## config.mk

```make
export PLATFORM = sky130hd
export DESIGN_NAME = ordered_keyed_list_engine_top_flat
export DESIGN_NICKNAME = d
export VERILOG_FILES = /design/src/rtl/core/okle_pkg.sv /design/src/rtl/core/okle_if.sv /design/src/rtl/core/okle_cell.sv /design/src/rtl/core/okle_ctrl.sv /design/src/rtl/core/ordered_keyed_list_engine_top.sv /design/src/flat_wrapper.sv
export SDC_FILE = /design/constraint.sdc
export NUM_CORES = 2
export LEC_CHECK = 0
export BUFFER_PORTS_ARGS = -buffer_cell sky130_fd_sc_hd__buf_2
export CORE_MARGIN = 8
export CORE_UTILIZATION = 50
export DETAILED_ROUTE_END_ITERATION = 8
export GPL_ROUTABILITY_DRIVEN = 0
export PLACE_DENSITY_LB_ADDON = 0.2
export SYNTH_ARGS = -nofsm -noshare
export SYNTH_HDL_FRONTEND = slang
export SYNTH_SLANG_ARGS = --single-unit
```

## constraint.sdc

```tcl
create_clock -name clk -period 8.85 [get_ports clk]
set_clock_uncertainty 0.2 [all_clocks]
set_input_delay 1.77 -clock clk [delete_from_list [all_inputs] [get_ports clk]]
set_output_delay 1.77 -clock clk [all_outputs]
set_load 0.03 [all_outputs]
```

## src/rtl/core/okle_pkg.sv

```systemverilog
// Shared constants, codes and types of the ordered keyed list engine.
`default_nettype none
package okle_pkg;

  localparam int CAPACITY_DEF = 16;
  localparam int KEY_W        = 32;
  localparam int OP_W         = 3;
  localparam int STAT_W       = 3;
  localparam int POS_W        = 6;

  localparam logic [OP_W-1:0] OP_APPEND  = 3'd0;
  localparam logic [OP_W-1:0] OP_PREPEND = 3'd1;
  localparam logic [OP_W-1:0] OP_INSERT  = 3'd2;
  localparam logic [OP_W-1:0] OP_DELETE  = 3'd3;
  localparam logic [OP_W-1:0] OP_UPDATE  = 3'd4;
  localparam logic [OP_W-1:0] OP_SHOW    = 3'd5;

  localparam logic [STAT_W-1:0] STAT_OK       = 3'd0;
  localparam logic [STAT_W-1:0] STAT_DUP      = 3'd1;
  localparam logic [STAT_W-1:0] STAT_NOTFOUND = 3'd2;
  localparam logic [STAT_W-1:0] STAT_FULL     = 3'd3;
  localparam logic [STAT_W-1:0] STAT_EMPTY    = 3'd4;

  typedef enum logic [1:0] {
    S_IDLE,
    S_WALK,
    S_DONE
  } ctrl_state_t;

  typedef enum logic [2:0] {
    CM_HOLD,
    CM_ROT,
    CM_INS,
    CM_DEL,
    CM_UPD
  } cell_mode_t;

  typedef struct packed {
    cell_mode_t         mode;
    logic [POS_W-1:0]   pos;
    logic [KEY_W-1:0]   key;
    logic [KEY_W-1:0]   value;
  } cell_cmd_t;

endpackage
`default_nettype wire

```

## src/rtl/core/okle_if.sv

```systemverilog
// Command and result channel interfaces of the ordered keyed list engine.
`default_nettype none
interface okle_in_if;
  import okle_pkg::*;
  logic                     valid;
  logic                     ready;
  logic [OP_W-1:0]          op;
  logic signed [KEY_W-1:0]  key;
  logic signed [KEY_W-1:0]  value;
  logic signed [KEY_W-1:0]  anchor_key;

  modport source (output valid, op, key, value, anchor_key, input ready);
  modport sink   (input valid, op, key, value, anchor_key, output ready);
endinterface

interface okle_out_if;
  import okle_pkg::*;
  logic                     valid;
  logic                     ready;
  logic [STAT_W-1:0]        status;
  logic signed [KEY_W-1:0]  out_key;
  logic signed [KEY_W-1:0]  out_value;
  logic                     last;

  modport source (output valid, status, out_key, out_value, last, input ready);
  modport sink   (input valid, status, out_key, out_value, last, output ready);
endinterface
`default_nettype wire

```

## src/rtl/core/okle_cell.sv

```systemverilog
// One slot of the list ring: holds a key/data pair and moves it between neighbours.
`default_nettype none
module okle_cell #(
  parameter int IDX = 0
) (
  input  wire                       clk,
  input  okle_pkg::cell_cmd_t       cmd,
  input  wire [okle_pkg::KEY_W-1:0] left_key,
  input  wire [okle_pkg::KEY_W-1:0] left_value,
  input  wire [okle_pkg::KEY_W-1:0] right_key,
  input  wire [okle_pkg::KEY_W-1:0] right_value,
  output logic [okle_pkg::KEY_W-1:0] key_q,
  output logic [okle_pkg::KEY_W-1:0] value_q
);
  import okle_pkg::*;

  localparam logic [POS_W-1:0] MY_POS = POS_W'(IDX);

  logic [KEY_W-1:0] key_r, key_nxt;
  logic [KEY_W-1:0] value_r, value_nxt;

  always_comb begin
    key_nxt   = key_r;
    value_nxt = value_r;
    case (cmd.mode)
      CM_ROT: begin
        key_nxt   = right_key;
        value_nxt = right_value;
      end
      CM_INS: begin
        if (cmd.pos == MY_POS) begin
          key_nxt   = cmd.key;
          value_nxt = cmd.value;
        end else if (MY_POS > cmd.pos) begin
          key_nxt   = left_key;
          value_nxt = left_value;
        end
      end
      CM_DEL: begin
        if (MY_POS >= cmd.pos) begin
          key_nxt   = right_key;
          value_nxt = right_value;
        end
      end
      CM_UPD: begin
        if (cmd.pos == MY_POS) begin
          value_nxt = cmd.value;
        end
      end
      default: begin
      end
    endcase
  end

  always_ff @(posedge clk) begin
    key_r   <= key_nxt;
    value_r <= value_nxt;
  end

  assign key_q   = key_r;
  assign value_q = value_r;

endmodule
`default_nettype wire

```

## src/rtl/core/okle_ctrl.sv

```systemverilog
// Sequencer of the list engine: walks the ring, decides status and edits, drives results.
`default_nettype none
module okle_ctrl #(
  parameter int CAPACITY = okle_pkg::CAPACITY_DEF
) (
  input  wire                        clk,
  input  wire                        rst_n,
  okle_in_if.sink                    in_ch,
  okle_out_if.source                 out_ch,
  input  wire [okle_pkg::KEY_W-1:0]  head_key,
  input  wire [okle_pkg::KEY_W-1:0]  head_value,
  output okle_pkg::cell_cmd_t        cmd
);
  import okle_pkg::*;

  localparam int IW = $clog2(CAPACITY);
  localparam int PW = $clog2(CAPACITY + 1);
  localparam logic [IW-1:0] STEP_LAST = IW'(CAPACITY - 1);
  localparam logic [PW-1:0] CNT_FULL  = PW'(CAPACITY);

  ctrl_state_t state_r, state_nxt;

  logic [OP_W-1:0]   op_r;
  logic [KEY_W-1:0]  key_r, value_r, anchor_r;
  logic [IW-1:0]     step_r, step_nxt;
  logic [PW-1:0]     cnt_r, cnt_nxt;
  logic              found_k_r, found_k_nxt, found_a_r, found_a_nxt;
  logic [IW-1:0]     pos_k_r, pos_k_nxt, pos_a_r, pos_a_nxt;

  logic              out_valid_r, out_valid_nxt;
  logic [STAT_W-1:0] out_status_r, out_status_nxt;
  logic [KEY_W-1:0]  out_key_r, out_key_nxt, out_value_r, out_value_nxt;
  logic              out_last_r, out_last_nxt;

  logic              accept, out_free, in_range, is_show, walk_adv, show_emit;
  logic              emit_done, done_fire, full;
  logic [STAT_W-1:0] stat_d;
  cell_mode_t        mode_d;
  logic [POS_W-1:0]  pos_d;

  assign accept    = in_ch.valid && in_ch.ready;
  assign out_free  = !out_valid_r || out_ch.ready;
  assign in_range  = PW'(step_r) < cnt_r;
  assign is_show   = op_r == OP_SHOW;
  assign full      = cnt_r == CNT_FULL;
  assign walk_adv  = (state_r == S_WALK) && (!(is_show && in_range) || out_free);
  assign show_emit = walk_adv && is_show && in_range;
  assign emit_done = !(is_show && cnt_r != '0);
  assign done_fire = (state_r == S_DONE) && (out_free || !emit_done);

  // status and edit of the finished walk
  always_comb begin
    stat_d = STAT_OK;
    mode_d = CM_HOLD;
    pos_d  = '0;
    case (op_r)
      OP_APPEND, OP_PREPEND: begin
        if (found_k_r) begin
          stat_d = STAT_DUP;
        end else if (full) begin
          stat_d = STAT_FULL;
        end else begin
          mode_d = CM_INS;
          pos_d  = (op_r == OP_APPEND) ? POS_W'(cnt_r) : '0;
        end
      end
      OP_INSERT: begin
        if (!found_a_r) begin
          stat_d = STAT_NOTFOUND;
        end else if (found_k_r) begin
          stat_d = STAT_DUP;
        end else if (full) begin
          stat_d = STAT_FULL;
        end else begin
          mode_d = CM_INS;
          pos_d  = POS_W'(pos_a_r) + POS_W'(1);
        end
      end
      OP_DELETE: begin
        if (!found_k_r) begin
          stat_d = STAT_NOTFOUND;
        end else begin
          mode_d = CM_DEL;
          pos_d  = POS_W'(pos_k_r);
        end
      end
      OP_UPDATE: begin
        if (!found_k_r) begin
          stat_d = STAT_NOTFOUND;
        end else begin
          mode_d = CM_UPD;
          pos_d  = POS_W'(pos_k_r);
        end
      end
      OP_SHOW: begin
        if (cnt_r == '0) begin
          stat_d = STAT_EMPTY;
        end
      end
      default: begin
      end
    endcase
  end

  always_comb begin
    state_nxt = state_r;
    case (state_r)
      S_IDLE: begin
        if (accept) begin
          state_nxt = S_WALK;
        end
      end
      S_WALK: begin
        if (walk_adv && step_r == STEP_LAST) begin
          state_nxt = S_DONE;
        end
      end
      S_DONE: begin
        if (done_fire) begin
          state_nxt = S_IDLE;
        end
      end
      default: state_nxt = S_IDLE;
    endcase
  end

  always_comb begin
    step_nxt       = step_r;
    cnt_nxt        = cnt_r;
    found_k_nxt    = found_k_r;
    found_a_nxt    = found_a_r;
    pos_k_nxt      = pos_k_r;
    pos_a_nxt      = pos_a_r;
    out_valid_nxt  = out_ch.ready ? 1'b0 : out_valid_r;
    out_status_nxt = out_status_r;
    out_key_nxt    = out_key_r;
    out_value_nxt  = out_value_r;
    out_last_nxt   = out_last_r;
    cmd.mode       = CM_HOLD;
    cmd.pos        = pos_d;
    cmd.key        = key_r;
    cmd.value      = value_r;
    case (state_r)
      S_IDLE: begin
        if (accept) begin
          step_nxt    = '0;
          found_k_nxt = 1'b0;
          found_a_nxt = 1'b0;
        end
      end
      S_WALK: begin
        if (walk_adv) begin
          cmd.mode = CM_ROT;
          step_nxt = (step_r == STEP_LAST) ? '0 : step_r + IW'(1);
          if (in_range && head_key == key_r) begin
            found_k_nxt = 1'b1;
            pos_k_nxt   = step_r;
          end
          if (in_range && head_key == anchor_r) begin
            found_a_nxt = 1'b1;
            pos_a_nxt   = step_r;
          end
        end
        if (show_emit) begin
          out_valid_nxt  = 1'b1;
          out_status_nxt = STAT_OK;
          out_key_nxt    = head_key;
          out_value_nxt  = head_value;
          out_last_nxt   = (PW'(step_r) + PW'(1)) == cnt_r;
        end
      end
      S_DONE: begin
        if (done_fire) begin
          cmd.mode = mode_d;
          if (mode_d == CM_INS) begin
            cnt_nxt = cnt_r + PW'(1);
          end else if (mode_d == CM_DEL) begin
            cnt_nxt = cnt_r - PW'(1);
          end
          if (emit_done) begin
            out_valid_nxt  = 1'b1;
            out_status_nxt = stat_d;
            out_key_nxt    = '0;
            out_value_nxt  = '0;
            out_last_nxt   = 1'b1;
          end
        end
      end
      default: begin
      end
    endcase
  end

  always_ff @(posedge clk) begin
    if (!rst_n) begin
      state_r     <= S_IDLE;
      cnt_r       <= '0;
      out_valid_r <= 1'b0;
      step_r      <= '0;
      found_k_r   <= 1'b0;
      found_a_r   <= 1'b0;
    end else begin
      state_r     <= state_nxt;
      cnt_r       <= cnt_nxt;
      out_valid_r <= out_valid_nxt;
      step_r      <= step_nxt;
      found_k_r   <= found_k_nxt;
      found_a_r   <= found_a_nxt;
    end
  end

  always_ff @(posedge clk) begin
    if (accept) begin
      op_r     <= in_ch.op;
      key_r    <= in_ch.key;
      value_r  <= in_ch.value;
      anchor_r <= in_ch.anchor_key;
    end
    pos_k_r      <= pos_k_nxt;
    pos_a_r      <= pos_a_nxt;
    out_status_r <= out_status_nxt;
    out_key_r    <= out_key_nxt;
    out_value_r  <= out_value_nxt;
    out_last_r   <= out_last_nxt;
  end

  assign in_ch.ready      = state_r == S_IDLE;
  assign out_ch.valid     = out_valid_r;
  assign out_ch.status    = out_status_r;
  assign out_ch.out_key   = out_key_r;
  assign out_ch.out_value = out_value_r;
  assign out_ch.last      = out_last_r;

endmodule
`default_nettype wire

```

## src/rtl/core/ordered_keyed_list_engine_top.sv

```systemverilog
// Top level of the ordered keyed list engine: ring of slot cells and its sequencer.
//
//   channel | dir | handshake     | word
//   in_ch   | in  | valid/ready   | op, key, value, anchor_key
//   out_ch  | out | valid/ready   | status, out_key, out_value, last
//
// A command is accepted, then the ring is rotated once past the head cell, where the key
// and anchor comparators sit, and then the edit is applied.
// Show emits one word per entry during the rotation; out_ch stalls hold the rotation.
// Reset clears the entry count and control; slot contents need no clearing.
// in_ch.ready is high only between commands; one result word waits in the output register.
`default_nettype none
module ordered_keyed_list_engine_top #(
  parameter int CAPACITY = okle_pkg::CAPACITY_DEF
) (
  input  wire          clk,
  input  wire          rst_n,
  okle_in_if.sink      in_ch,
  okle_out_if.source   out_ch
);
  import okle_pkg::*;

  cell_cmd_t        cmd;
  logic [KEY_W-1:0] cell_key   [CAPACITY];
  logic [KEY_W-1:0] cell_value [CAPACITY];

  okle_ctrl #(
    .CAPACITY (CAPACITY)
  ) u_ctrl (
    .clk        (clk),
    .rst_n      (rst_n),
    .in_ch      (in_ch),
    .out_ch     (out_ch),
    .head_key   (cell_key[0]),
    .head_value (cell_value[0]),
    .cmd        (cmd)
  );

  for (genvar i = 0; i < CAPACITY; i++) begin : g_cell
    okle_cell #(
      .IDX (i)
    ) u_cell (
      .clk         (clk),
      .cmd         (cmd),
      .left_key    (cell_key[(i + CAPACITY - 1) % CAPACITY]),
      .left_value  (cell_value[(i + CAPACITY - 1) % CAPACITY]),
      .right_key   (cell_key[(i + 1) % CAPACITY]),
      .right_value (cell_value[(i + 1) % CAPACITY]),
      .key_q       (cell_key[i]),
      .value_q     (cell_value[i])
    );
  end

endmodule
`default_nettype wire

```

## src/flat_wrapper.sv

```systemverilog
// flat-port wrapper written by rule: the top's interface ports become plain ports
module ordered_keyed_list_engine_top_flat import okle_pkg::*;
#(
  parameter int CAPACITY = okle_pkg::CAPACITY_DEF
)
  (clk, rst_n, in_ch_valid, in_ch_op, in_ch_key, in_ch_value, in_ch_anchor_key, in_ch_ready, out_ch_valid, out_ch_status, out_ch_out_key, out_ch_out_value, out_ch_last, out_ch_ready);
  okle_in_if in_ch_i ();
  okle_out_if out_ch_i ();
  input  wire clk;
  input  wire rst_n;
  input wire logic [$bits(in_ch_i.valid)-1:0] in_ch_valid;
  input wire logic [$bits(in_ch_i.op)-1:0] in_ch_op;
  input wire logic [$bits(in_ch_i.key)-1:0] in_ch_key;
  input wire logic [$bits(in_ch_i.value)-1:0] in_ch_value;
  input wire logic [$bits(in_ch_i.anchor_key)-1:0] in_ch_anchor_key;
  output wire logic [$bits(in_ch_i.ready)-1:0] in_ch_ready;
  output wire logic [$bits(out_ch_i.valid)-1:0] out_ch_valid;
  output wire logic [$bits(out_ch_i.status)-1:0] out_ch_status;
  output wire logic [$bits(out_ch_i.out_key)-1:0] out_ch_out_key;
  output wire logic [$bits(out_ch_i.out_value)-1:0] out_ch_out_value;
  output wire logic [$bits(out_ch_i.last)-1:0] out_ch_last;
  input wire logic [$bits(out_ch_i.ready)-1:0] out_ch_ready;
  assign in_ch_i.valid = in_ch_valid;
  assign in_ch_i.op = in_ch_op;
  assign in_ch_i.key = in_ch_key;
  assign in_ch_i.value = in_ch_value;
  assign in_ch_i.anchor_key = in_ch_anchor_key;
  assign in_ch_ready = in_ch_i.ready;
  assign out_ch_valid = out_ch_i.valid;
  assign out_ch_status = out_ch_i.status;
  assign out_ch_out_key = out_ch_i.out_key;
  assign out_ch_out_value = out_ch_i.out_value;
  assign out_ch_last = out_ch_i.last;
  assign out_ch_i.ready = out_ch_ready;
  ordered_keyed_list_engine_top #(.CAPACITY(CAPACITY)) u_core (.clk(clk), .rst_n(rst_n), .in_ch(in_ch_i), .out_ch(out_ch_i));
endmodule
```

==> run metrics <==
area fraction in compound gates after synthesis 0.220; Peak VDD IR 0.253 mV; post-synthesis instance total 4822; CTS Buf Count 137; CTS Root Buffer Type clkbuf_16; DRC violations left 1; biggest cell delay along the critical path 930 ps; ys async rst share 0; Hold Path End u_core.u_ctrl.found_a_r; commonest non-fill, non-tap cell in the layout edfxtp_1; RSZ-0062 raised after global routing false; final critical-path share of the clock period 0.603; synthesis warning total 0; Switching Share 0.306; CTS tree yes; Seq/Total Area, Yosys 0.608; vias in the first global route 44958; # clock sinks 1213; HPWL after DPL 111000 um; XOR/XNOR share of the synthesized area 0.0107; Die ar. 131000 sq um; largest family of logic cells by synthesized area compound AO/OA/AOI/OAI gates; initial drt markers 7352; worst reg-to-reg setup slack 3510 ps; htree depth 4; Synth Net Count 4938; largest net degree at the start of global routing 254; EDFF count, synth 1199; effective utilization at floorplan 0.505; first-pass GRT wire length 298000 um; Worst R2R End u_core.g_cell[9].u_cell.value_q[4]; antenna violations before repair 1; R2R depth 8; GR Util All Layers 0.299; Via density 7.20; clk slew on worst S/H paths 60 ps; n_diodes 0; setup TNS 0 ps; worst hold stages 2; Ports 173; Fin Hold WS 306 ps; Synth Area in Adders 0.00285; Hold Path Class reg -> reg; CTS max path bufs 3; core area 118000 sq um; fin nets 4813; drt pass-1 iters 9; Top cell by count, worst path buf_4; hold path start u_core.u_ctrl.found_a_r; Slew Viols, Final 0; Hold Violations, Final 0; fraction of synthesized area in multiplexers 0.00554; Worst-Margin Slew 1240 ps; Rows 126; Worst-Skew Late Latency 780 ps; crit-path max FO 62; Setup violations, final 0; worst r2r src u_core.u_ctrl.op_r[1]; Worst Setup Path Type reg -> reg; chip height 361 um; post-cts resize count 0; most frequent cells in the layout 1199 x edfxtp_1, 899 x o211ai_1, 569 x nand2_1, 515 x a221o_1, 428 x and2_1; CP startpoint kind flip-flop; input/output buffers 172; Max stage delay cell, worst path buf_4; simple-gate share of the synthesized area 0.114; share of cells above drive strength 1 0.119; critical path arrival 5530 ps; Clock power frac 0.321; Leak 22.2 nW; Distinct cells, synth 72; Max Cap Viol 0; total gr overflow 0; critical path endpoint category flip-flop; PwrDens 265 nW/um^2; DR WL/cell 32.3 um; Post-CTS Hold Fix Bufs 0; CP Cell Sequence nand4bb_1, a211oi_4, a221o_4, buf_4, nand2_1, buf_4, o22ai_4, buf_4; failing checks design-rule violations; Flop pwr share 0.506; Die X 361 um; vias 45664; number of register bits inferred by synthesis 1213; Net Switching 0.00536 W; mean area per synthesized cell 12.4 sq um; post-CTS setup repair buffer count 0; Pint 0.0122 W; Final ANT Viol Nets 0; crit path time final 5340 ps; Req. time, crit path 9040 ps; Max-slew headroom 0.168; status finished, violations left; Area growth syn-to-layout 11.0%; Comb power frac 0.173; f_max 187 MHz; WL final 205000 um; fill count 9762; Synth Flop Type edfxtp_1; Syn Std Cell Area 59700 sq um
[registers in the layout, indices dropped and copies added, names as in the netlist, 2 cells and up]
signal / flops
u_core.g_cell.u_cell.key_q: 512
u_core.g_cell.u_cell.value_q: 512
u_core.u_ctrl.anchor_r: 32
u_core.u_ctrl.key_r: 32
u_core.u_ctrl.out_ch.out_key: 32
u_core.u_ctrl.out_ch.out_value: 32
u_core.u_ctrl.value_r: 32
u_core.u_ctrl.cnt_r: 5
u_core.u_ctrl.pos_a_r: 4
u_core.u_ctrl.pos_k_r: 4
u_core.u_ctrl.step_r: 4
u_core.u_ctrl.op_r: 3
u_core.u_ctrl.out_ch.status: 3
u_core.u_ctrl.state_r: 2
[metal layers]
metal  wire length (um)  vias up  GRT usage
li1                   -    18998          -
met1              76900    22831      0.388
met2              94800     3198      0.475
met3              20900      637     0.0581
met4              12100        0      0.163
met5                  0        -          0
[worst max-delay path by stage]
stage / end / startpoint / slack, ps
after floorplan: u_core.g_cell[12].u_cell.value_q[0] / out_ch_ready / 2670
after global placement: u_core.g_cell[14].u_cell.key_q[14] / out_ch_ready / 3060
after detailed placement: u_core.g_cell[14].u_cell.key_q[14] / out_ch_ready / 3050
after CTS: u_core.g_cell[9].u_cell.value_q[4] / u_core.u_ctrl.op_r[1] / 3710
after global routing: u_core.g_cell[9].u_cell.value_q[4] / u_core.u_ctrl.op_r[1] / 3410
final: u_core.g_cell[9].u_cell.value_q[4] / u_core.u_ctrl.op_r[1] / 3510
[cells in the mapped netlist (5+ instances only)]
master    instances  area (sq um)
xor2_1           68           596
nor4_1           20           125
a21o_1            7          52.6
buf_1            43           161
ha_1             12           150
xnor2_1           5          43.8
inv_1            21          78.8
edfxtp_1       1199         36000
a221o_1         516          5160
and2_1          429          2680
o211ai_1        899          6750
nand2_1         572          2150
a21oi_1          38           190
dfxtp_1          14           280
o21ai_0          46           230
o21ai_1           5          25.0
a31oi_1           7          43.8
mux2i_1          33           330
nor2b_1          69           432
and3_1           95           594
nand3_1          81           405
nor2_1           29           109
o22ai_1           5          31.3
nand4_1           8          50.1
buf_2           148           741
o31ai_1           6          45.0
o31ai_2          11           138
nor3_1            8          40.0
clkbuf_1        360          1350
[area by class of cell]
class                   instances  area [sq um]  share of cell area
inverters                      21          81.3             0.00123
flip-flops and latches       1213         36300               0.548
repair buffers                289          1780              0.0268
well taps                    1536          1920              0.0290
clock buffers                 175          3640              0.0550
multi-input cells            3035         21800               0.330
clock inverters                69           679              0.0103
[stage by stage]
stage	area (sq um)	utilization	instances	setup WS, ps	total power [W]
after floorplan	59700	-	4822	2670	0.0105
after global placement	61900	0.523	6094	3060	0.0118
after detailed placement	61900	0.523	6094	3050	0.0119
after CTS	66200	0.560	6338	3710	0.0175
after global routing	66200	0.560	6338	3410	0.0181
final	66200	0.560	6338	3510	0.0175
[power groups by stage]
stage                     clock network (W)  logic (W)  registers (W)
after global placement                    0    0.00291        0.00893
after CTS                           0.00569    0.00299        0.00883
after floorplan                           0    0.00193        0.00856
final                               0.00564    0.00304        0.00887
after detailed placement                  0    0.00299        0.00893
after global routing                0.00589    0.00323        0.00894
[cells by family (layout without fill, tap and decap cells)]
group,Yosys count,in the layout
AOI/OAI and AO/OA,1582,1582
and+or+nand+nor,1334,1334
DFF,1213,1213
buffers and inverters,574,554
xor gates and xnor gates,73,73
muxes,33,33
adders and majority gates,13,13
[worst max-delay path: cells and delay by family, from the launching register on]
kind	cells	cell delay, ps
and+or+nand+nor	2	390
AOI/OAI and AO/OA	3	1670
DFF	1	670
buffers and inverters	3	1880
(Power assumes the default switching activity.)
